### src/design/fcm_pkg.sv
// Shared types, codes and constants of the corner marker.
// No dependencies; imported by every module of the block.
package fcm_pkg;

    localparam int MAX_WIDTH_DEF = 1024;
    localparam int MAX_HEIGHT    = 4096;
    localparam int MIN_SIDE      = 5;
    localparam int HV_W          = 13;
    localparam int ROW_W         = 12;
    localparam int COL_OUT_W     = 10;
    localparam int PIX_W         = 8;
    localparam int QDEPTH        = 4;
    localparam int QPTR_W        = 2;
    localparam int CFG_IDX_W     = 8;
    localparam int CFG_DATA_W    = 25;

    localparam logic [10:0] RST_WIDTH     = 11'd640;
    localparam logic [12:0] RST_HEIGHT    = 13'd480;
    localparam logic [24:0] RST_RESPONSE  = 25'd800;
    localparam logic [16:0] RST_ROUNDNESS = 17'd32768;

    localparam logic [CFG_IDX_W-1:0] REG_IMAGE_WIDTH  = 8'd0;
    localparam logic [CFG_IDX_W-1:0] REG_IMAGE_HEIGHT = 8'd1;
    localparam logic [CFG_IDX_W-1:0] REG_RESPONSE     = 8'd2;
    localparam logic [CFG_IDX_W-1:0] REG_ROUNDNESS    = 8'd3;

    localparam logic CMD_PIXEL = 1'b0;
    localparam logic CMD_FLUSH = 1'b1;

    typedef struct packed {
        logic [PIX_W-1:0] pixel;
        logic             last;
    } t_item;

    typedef struct packed {
        logic [19:0]        xx;
        logic [19:0]        yy;
        logic signed [20:0] xy;
    } t_prod;

    typedef struct packed {
        logic [24:0] response;
        logic [16:0] roundness;
    } t_thresh;

endpackage

### src/design/fcm_queue.sv
// Short word queue between the front and back parts.
// Depends on fcm_pkg.
module fcm_queue import fcm_pkg::*; (
    input  logic  i_clk,
    input  logic  i_rst_n,
    input  logic  i_clear,
    input  logic  i_push,
    input  t_item i_item,
    output logic  o_full,
    input  logic  i_pop,
    output logic  o_empty,
    output t_item o_item
);
    t_item              r_mem [QDEPTH];
    logic [QPTR_W-1:0]  r_wp, r_rp;
    logic [QPTR_W:0]    r_cnt;

    assign o_full  = (r_cnt == (QPTR_W+1)'(QDEPTH));
    assign o_empty = (r_cnt == '0);
    assign o_item  = r_mem[r_rp];

    always_ff @(posedge i_clk) begin
        if (i_push) begin
            r_mem[r_wp] <= i_item;
        end
    end

    always_ff @(posedge i_clk) begin
        if (!i_rst_n || i_clear) begin
            r_wp  <= '0;
            r_rp  <= '0;
            r_cnt <= '0;
        end else begin
            if (i_push) begin
                r_wp <= r_wp + 1'b1;
            end
            if (i_pop) begin
                r_rp <= r_rp + 1'b1;
            end
            r_cnt <= r_cnt + (QPTR_W+1)'(i_push) - (QPTR_W+1)'(i_pop);
        end
    end
endmodule

### config.mk
export PLATFORM = sky130hd
export DESIGN_NAME = fcm_queue
export DESIGN_NICKNAME = d
export VERILOG_FILES = /design/src/design/fcm_pkg.sv /design/src/design/fcm_queue.sv
export SDC_FILE = /design/constraint.sdc
export NUM_CORES = 1
export LEC_CHECK = 0
export BUFFER_PORTS_ARGS = -buffer_cell sky130_fd_sc_hd__clkbuf_2
export CAP_MARGIN = 20
export CORE_MARGIN = 10
export CORE_UTILIZATION = 59
export CTS_CLUSTER_DIAMETER = 50
export DETAILED_ROUTE_END_ITERATION = 16
export PLACE_DENSITY_LB_ADDON = 0.08
export SLEW_MARGIN = 25
export SYNTH_ARGS = -nofsm -noshare
export SYNTH_HDL_FRONTEND = slang
export SYNTH_SLANG_ARGS = --single-unit
### constraint.sdc
create_clock -name i_clk -period 2.38 [get_ports i_clk]
set_input_delay 0.238 -clock i_clk [delete_from_list [all_inputs] [get_ports i_clk]]
set_output_delay 0.238 -clock i_clk [all_outputs]
set_load 0.02 [all_outputs]
==> impl_results.md <==
* Worst-Margin Slew at 0.5825 ns
* Post-route core utilization at 70.38%
* Final-report hold violation count at 0
* Die H at 74.49 microns
* CTS root buf: clkbuf_4
* Via/cell ratio at 5.412
* Fin nets at 142
* Status: finished clean
* Maximum clock path buffer count at 2
* Critical Path End Type: output pin
* Max_cap viols at 0
* Clk_lat worst skew at 0.35 ns
* Diode count at 0
* Ys Warns at 0
* Minimum clock period at 2.054 ns
* Max-slew violations at 0
* Setup tns final at 0 ns
* Gpl congestion at 0.6341
* Unrepaired setup endpoints after global routing: false
* Post-synth top area share at 61.71%
* Max VDD drop at 0.4759 mV
* Worst hold path type: input pin to flip-flop
* H-tree depth at 2
* Global-route wire length before repair at 4422 microns
* Hold Buf Count CTS at 0
* Antenna-violating nets left at 0
* Routed vias at 828
* WL/cell at 16.97 microns
* Clk sinks at 45
* Row count at 19
* Largest net degree at the start of global routing at 15
* Placed insts at 145
* CTS tree: built
* Number of synthesized flops with an enable pin at 36
* Post-route insts no fill at 153
* Number of synthesized register bits at 45
* Setup CP Type: flip-flop to output pin
* GRT overflow at 0
* Die Wd at 74.49 microns
* Post-route DRC at 0
* Final setup vio count at 0
* Post-Synthesis Mean Instance Area at 18.84 sq um
* Post-route clock period utilization at 86.30%
* Synthesized instance count at 93
* Main flop type after synthesis: edfxtp_1
* Share of layout cells above drive strength 1 at 34.43%
* Clock transition at path regs at 0.12 ns
* TritonRoute pass-1 iters at 4
* CP Data Arrival Time at 1.82 ns
* Core footprint at 2805 sq um
* Total Routing Usage GR at 11.12%
* Initial antenna violation count at 0
* Initial Util at 62.44%
* PwrDens at 738.3 nW/um^2
* Post-CTS Repair Setup Buffers at 0
* Total Wirelength at 2597 microns
* Largest cells by area after synthesis: edfxtp_1 62%, mux4_2 12%, dfxtp_1 10%, ha_1 4.3%, inv_1 1.7%
* Synth cell types at 20
* FFs w/ async S/R, synth at 0%
* Cts bufs inserted at 5
* Die area at 5549 sq um
* Vias in the first global route at 944
* Mapped Nets at 114
* DP HPWL at 1844 microns
* Register area share after synthesis at 72.00%
* Startpoint type of the worst setup path: flip-flop
* CP required at 2.14 ns
* I/O Buffers at 24
* Most frequent cells after synthesis: 36 x edfxtp_1, 9 x dfxtp_1, 9 x mux4_2, 8 x inv_1, 7 x nor2_1
* Leakage power at 0.7302 nW
* Synth area leader: edfxtp_1
* Layout Skew at 0.006025 ns
* Reg-to-reg slack, setup at 0.79 ns
* Io pins at 25
* Area delta synth->final at 12.71%
* Syn Std Cell Area at 1752 sq um
* CP max FO at 9
* Slew Limit Headroom at 61.11%
* Initial DRC Count at 71
* Most frequent cell after synthesis: edfxtp_1
* FMAX at 486.9 MHz
* Cts repair resizes at 0
==> power by group <==
group / total (W) / switching, W / internal (W)
registers: 0.000887 / 0.0000140 / 0.000873
clock network: 0.000439 / 0.000232 / 0.000208
logic: 0.000131 / 0.0000706 / 0.0000609
==> critical path, stage by stage, from the launching register on <==
cell	delay (ns)
dfxtp_1	0.71
mux4_2	0.58
clkbuf_2	0.17
==> layer usage <==
metal / part of all wire (%) / wire length, microns / global-route usage (%) / up-vias
met5: 0 / 0 / 0 / -
met4: 2.2 / 58 / 6.723 / 0
met3: 10 / 266 / 6.516 / 6
met2: 47 / 1233 / 17.39 / 24
met1: 40 / 1038 / 11.32 / 396
li1: - / - / - / 402
==> cell families after synthesis <==
family	count (synthesis)	share of synthesized area, %
xor gates and xnor gates	3	2.357
and+or+nand+nor	15	4.358
DFF	45	72.00
muxes	10	12.14
AOI/OAI and AO/OA	2	0.8569
buffers and inverters	11	2.857
adders and majority gates	7	5.429
==> cell usage in the layout (no fill, tap or decap) <==
cell / n
edfxtp_1: 36
clkbuf_2: 24
mux4_2: 9
dfxtp_1: 9
inv_1: 8
nor2_1: 7
ha_1: 6
clkbuf_4: 5
and2_1: 4
xnor2_1: 2
nor3_1: 1
and3_1: 1
nand2b_1: 1
a21bo_2: 1
nand3b_1: 1
a21oi_1: 1
mux2i_1: 1
xor3_1: 1
fa_1: 1
clkinvlp_4: 1
clkbuf_16: 1
clkbuf_8: 1
==> sequential cells by signal, summed over array words and instances, names as in the netlist, named ones only <==
name and cells:
r_rp 2, r_cnt 3, r_wp 2, r_mem 36
==> area by class of cell <==
class,count,area [sq um]
Inverter,8,30.03
Clock buffer,7,76.32
Sequential cell,45,1261
Fill cell,198,830.8
Timing Repair Buffer,24,120.1
Tap cell,31,38.79
Multi-Input combinational cell,37,440.4
Clock inverter,1,7.507
==> worst paths after layout <==
check	startpoint	end	depth (start not counted)
max	flip-flop	o_item[6]	2
min	i_item[8]	r_mem[0][8]	1
max reg2reg	r_cnt[0]	r_cnt[2]	7
min reg2reg	r_rp[1]	r_rp[1]	2
==> per-stage QoR <==
step	setup WS, ns	instance area (sq um)	hold slack, ns	power, W
after floorplan	0.8642	1752	0.3369	0.0009918
after global placement	0.6746	1891	0.4539	0.001033
after detailed placement	0.6639	1891	0.4662	0.001039
after CTS	0.2481	1974	0.08107	0.001475
after global routing	0.1390	1974	0.06170	0.001529
final	0.3261	1974	0.09689	0.001458
No activity file was read; power rests on OpenSTA's default activity.
