## src/design/fcm_pkg.sv

```systemverilog
// Shared types, codes and constants of the corner marker.
// No dependencies; imported by every module of the block.
package fcm_pkg;

    localparam int MAX_WIDTH_DEF = 1024;
    localparam int MAX_HEIGHT    = 4096;
    localparam int MIN_SIDE      = 5;
    localparam int HV_W          = 13;
    localparam int ROW_W         = 12;
    localparam int COL_OUT_W     = 10;
    localparam int PIX_W         = 8;
    localparam int QDEPTH        = 4;
    localparam int QPTR_W        = 2;
    localparam int CFG_IDX_W     = 8;
    localparam int CFG_DATA_W    = 25;

    localparam logic [10:0] RST_WIDTH     = 11'd640;
    localparam logic [12:0] RST_HEIGHT    = 13'd480;
    localparam logic [24:0] RST_RESPONSE  = 25'd800;
    localparam logic [16:0] RST_ROUNDNESS = 17'd32768;

    localparam logic [CFG_IDX_W-1:0] REG_IMAGE_WIDTH  = 8'd0;
    localparam logic [CFG_IDX_W-1:0] REG_IMAGE_HEIGHT = 8'd1;
    localparam logic [CFG_IDX_W-1:0] REG_RESPONSE     = 8'd2;
    localparam logic [CFG_IDX_W-1:0] REG_ROUNDNESS    = 8'd3;

    localparam logic CMD_PIXEL = 1'b0;
    localparam logic CMD_FLUSH = 1'b1;

    typedef struct packed {
        logic [PIX_W-1:0] pixel;
        logic             last;
    } t_item;

    typedef struct packed {
        logic [19:0]        xx;
        logic [19:0]        yy;
        logic signed [20:0] xy;
    } t_prod;

    typedef struct packed {
        logic [24:0] response;
        logic [16:0] roundness;
    } t_thresh;

endpackage

```

## src/design/fcm_front.sv

```systemverilog
// Front part: accepts input words, tracks frame position and drain,
// drops idle flushes and tags the frame-ending word. Depends on fcm_pkg.
module fcm_front import fcm_pkg::*; #(
    parameter int MAX_WIDTH = MAX_WIDTH_DEF
) (
    input  logic                         i_clk,
    input  logic                         i_rst_n,
    input  logic                         i_restart,
    input  logic [$clog2(MAX_WIDTH):0]   i_wv,
    input  logic [HV_W-1:0]              i_hv,
    input  logic                         i_valid,
    output logic                         o_ready,
    input  logic                         i_command,
    input  logic [PIX_W-1:0]             i_pixel,
    output logic                         o_push,
    output t_item                        o_item,
    input  logic                         i_full
);
    localparam int CW  = $clog2(MAX_WIDTH);
    localparam int KW  = $clog2(3*MAX_WIDTH + 4);

    logic [CW-1:0]    r_col;
    logic [ROW_W-1:0] r_row;
    logic             r_drain;
    logic [KW-1:0]    r_dcnt;
    logic [KW-1:0]    delay;
    logic             acc, col_last, row_last, dcnt_last;

    assign delay     = (KW'(i_wv) << 1) + KW'(i_wv) + KW'(3);
    assign o_ready   = !i_full;
    assign acc       = i_valid && o_ready;
    assign col_last  = ({1'b0, r_col} == (i_wv - 1'b1));
    assign row_last  = ({1'b0, r_row} == (i_hv - 1'b1));
    assign dcnt_last = ((r_dcnt + 1'b1) == delay);
    assign o_push    = acc && (r_drain || i_command == CMD_PIXEL);
    assign o_item    = '{pixel: i_pixel, last: r_drain && dcnt_last};

    always_ff @(posedge i_clk) begin
        if (!i_rst_n || i_restart) begin
            r_col   <= '0;
            r_row   <= '0;
            r_drain <= 1'b0;
            r_dcnt  <= '0;
        end else if (acc) begin
            if (!r_drain) begin
                if (i_command == CMD_PIXEL) begin
                    if (col_last) begin
                        r_col <= '0;
                        if (row_last) begin
                            r_row   <= '0;
                            r_drain <= 1'b1;
                        end else begin
                            r_row <= r_row + 1'b1;
                        end
                    end else begin
                        r_col <= r_col + 1'b1;
                    end
                end
            end else if (dcnt_last) begin
                r_drain <= 1'b0;
                r_dcnt  <= '0;
            end else begin
                r_dcnt <= r_dcnt + 1'b1;
            end
        end
    end
endmodule

```

## config.mk

```make
export PLATFORM = sky130hd
export DESIGN_NAME = fcm_front
export DESIGN_NICKNAME = d
export VERILOG_FILES = /design/src/design/fcm_pkg.sv /design/src/design/fcm_front.sv
export SDC_FILE = /design/constraint.sdc
export NUM_CORES = 1
export LEC_CHECK = 0
export ABC_CLOCK_PERIOD_IN_PS = 3550
export BUFFER_PORTS_ARGS = -buffer_cell sky130_fd_sc_hd__buf_2
export CAP_MARGIN = 25
export CORE_ASPECT_RATIO = 2
export CORE_MARGIN = 10
export CORE_UTILIZATION = 30
export CTS_BUF_LIST = sky130_fd_sc_hd__clkbuf_8
export DETAILED_ROUTE_END_ITERATION = 6
export SLEW_MARGIN = 20
export SYNTH_ARGS = -nofsm -noshare
export SYNTH_HDL_FRONTEND = slang
export SYNTH_SLANG_ARGS = --single-unit
```

## constraint.sdc

```tcl
create_clock -name i_clk -period 3.55 [get_ports i_clk]
set_input_delay 0.355 -clock i_clk [delete_from_list [all_inputs] [get_ports i_clk]]
set_output_delay 0.355 -clock i_clk [all_outputs]
set_load 0.005 [all_outputs]
```

==> qor.yml <==
status: "complete, no violations"
crit_required_ps: 3190
ys_ff_latch: 35
fillers: 1213
final_cell_mix: "xnor2_1 (48), nor2_1 (45), ha_1 (35), dfxtp_1 (35), nand2_1 (33)"
relSlewSlack_pct: 53.1
grt_busiest_layer: "met2"
final.setup.tns_ps: 0
min_period_ps: 3410
grt_pass1_wl_mm: 15.1
ant_nets: 0
io_buffers: 32
total_leakage_power_uw: 0.00146
overflow: 0
antenna_found_initial: 0
core_um2: 11300
skew_ps: 9.68
syn_to_final_growth_pct: 11.9
io_pins: 49
dp_hpwl_mm: 7.84
hold_viol: 0
synthDistinctLibCells: 60
gp_congestion: 0.939
arrival_ps: 3060
die_y_um: 171
layout.nets: 530
syn-instance-count: 425
die_x_um: 95.7
slew_viol_final: 0
cts_made_buffers: 5
drc_errors: 0
clock-sinks: 35
ys.flop_type: "dfxtp_1"
path_class: "in -> out"
yosysSeqAreaShare_pct: 20.4
synth_edf_count: 0
tritoncts: "built"
p_sw_share_pct: 30.5
grt_use_met2_pct: 23.2
vias: 3177
syn-cell-area_um2: 3440
dp_slack_ps: 67.6
maxCapViolCount: 0
cts_hold_buf: 0
cts.clk_slew.worst_paths_ps: 80
cts_resized: 0
cts_setup_buffers: 0
async_flop_share_pct: 0
rows: 55
intPower_uw: 721
vdd_drop_max_mv: 0.162
wl_per_cell_um: 15.7
hold_path.class: "in -> reg"
syn-num-nets: 498
cts_root_buffer: "clkbuf_8"
dieArea_um2: 16400
fin_crit_sh_pct: 96.1
p_seq_share_pct: 37.9
grt.met1_usage_pct: 10.1
grt_pass1_vias: 3208
cts_htree_levels: 2
worst_pin_slew_ps: 697
power_density_nw_per_um2: 270
antennaDiodeCount: 0
switchingPower_uw: 317
final-setup-viol-count: 0
clockPowerShare_pct: 35.2
worstPathMaxFanout: 6
use_met3_pct: 1.83
endpoint_kind: "primary output"
rsz0062_at_grt: "no"
cts_buffer_depth: 2
cp-start-kind: "input pin"
grt_use_total_pct: 11.6
viasPerCell: 5.30
hold_depth: 3
start_util_pct: 30.5
setup_slack_ps: 140
wirelength_mm: 9.43
avgSynthCellArea_um2: 8.10
fmax_ghz: 0.293
drt_first_pass_iters: 4
grt_max_degree: 13
clk_latency_ps: 300
yosysWarnings: 0
drt_iter0_drc: 162
reg2reg_depth: 9
layout-drive-gt1-share_pct: 13.1
layout_commonest_cell: "xnor2_1"
share_comb_of_total_power_pct: 27.0
-- cell usage after synthesis, drive strengths merged (4+ instances only) --
master / instances / area share (%)
and3: 9 / 1.6
or4: 7 / 1.5
nor2: 46 / 5.1
a21o: 5 / 1.1
nand4: 14 / 2.7
mux2i: 4 / 1.2
dfxtp: 35 / 20
o31ai: 5 / 1.5
nand2: 33 / 3.6
or2: 4 / 0.73
nor4: 13 / 2.4
nor3: 12 / 1.7
buf: 9 / 1.9
a21oi: 13 / 1.9
inv: 27 / 2.9
nand3: 13 / 1.9
ha: 35 / 13
xnor2: 48 / 12
o21ai: 9 / 1.4
xor2: 30 / 7.6
-- power groups by stage --
stage / clock network, uW / registers, uW / logic (uW)
5_1_grt: 398 / 393 / 313
3_3_place_gp: 0 / 402 / 273
6_report: 365 / 393 / 280
2_1_floorplan: 0 / 402 / 204
3_5_place_dp: 0 / 402 / 279
4_1_cts: 379 / 393 / 280
-- registers in the layout, summed over array words and instances (netlist names) --
register,count
r_row,12
r_drain,1
r_col,10
r_dcnt,12
-- layer usage --
| metal | vias to the layer above | share of wire, % |
|---|---|---|
| met2 | 63 | 57 |
| met4 | 0 | 3.6 |
| met5 | - | 0 |
| met3 | 25 | 3.8 |
| li1 | 1576 | - |
| met1 | 1513 | 35 |
-- metrics by stage --
step	hold WS, ps	utilization, %	instance area (um^2)	instances	total power [uW]
global placement	478	33.0	3730	591	675
finish	465	34.1	3850	600	1040
global route	491	34.1	3850	600	1100
floorplan	464	-	3440	425	606
detailed placement	493	33.0	3730	591	682
CTS	473	34.0	3840	599	1050
-- worst max-delay path, cell delays in order --
cell and delay, ps:
buf_2 160, inv_1 80, ha_1 290, ha_1 340, and3_1 200, a221o_1 370, buf_4 160, a31oi_1 210
a211oi_1 100, o221ai_1 510, nor3_1 100, buf_2 160
-- path summary, 6_finish.rpt --
kind / from / endpoint / slack [ps]
worst max-delay path: i_wv[2] / o_item[0] / 140
worst min-delay path: i_rst_n / r_row[0]$_SDFFE_PP0P_ / 470
worst max register to register: r_dcnt[1]$_SDFFE_PP0P_ / r_dcnt[8]$_SDFFE_PP0P_ / 450
worst min register to register: r_row[11]$_SDFFE_PP0P_ / r_row[11]$_SDFFE_PP0P_ / 510
-- area by class of cell --
cell class | count | area [um^2] | area share, %
Inverter | 27 | 101 | 2.63
Multi-Input combinational cell | 352 | 2570 | 66.7
Clock buffer | 5 | 68.8 | 1.79
Sequential cell | 35 | 701 | 18.2
Timing Repair Buffer | 36 | 190 | 4.94
Tap cell | 142 | 178 | 4.62
Clock inverter | 3 | 43.8 | 1.14
-- cell families after synthesis --
group	Yosys count	share of synthesized area, %
multiplexers	5	1.49
flip-flops	35	20.4
buffers and inverters	38	5.05
XOR/XNOR	79	20.5
adder cells (fa/ha/maj)	35	12.7
AO/OA/AOI/OAI	59	13.5
AND/OR/NAND/NOR	174	26.4
Note: power is estimated with default switching activity, not from simulation.
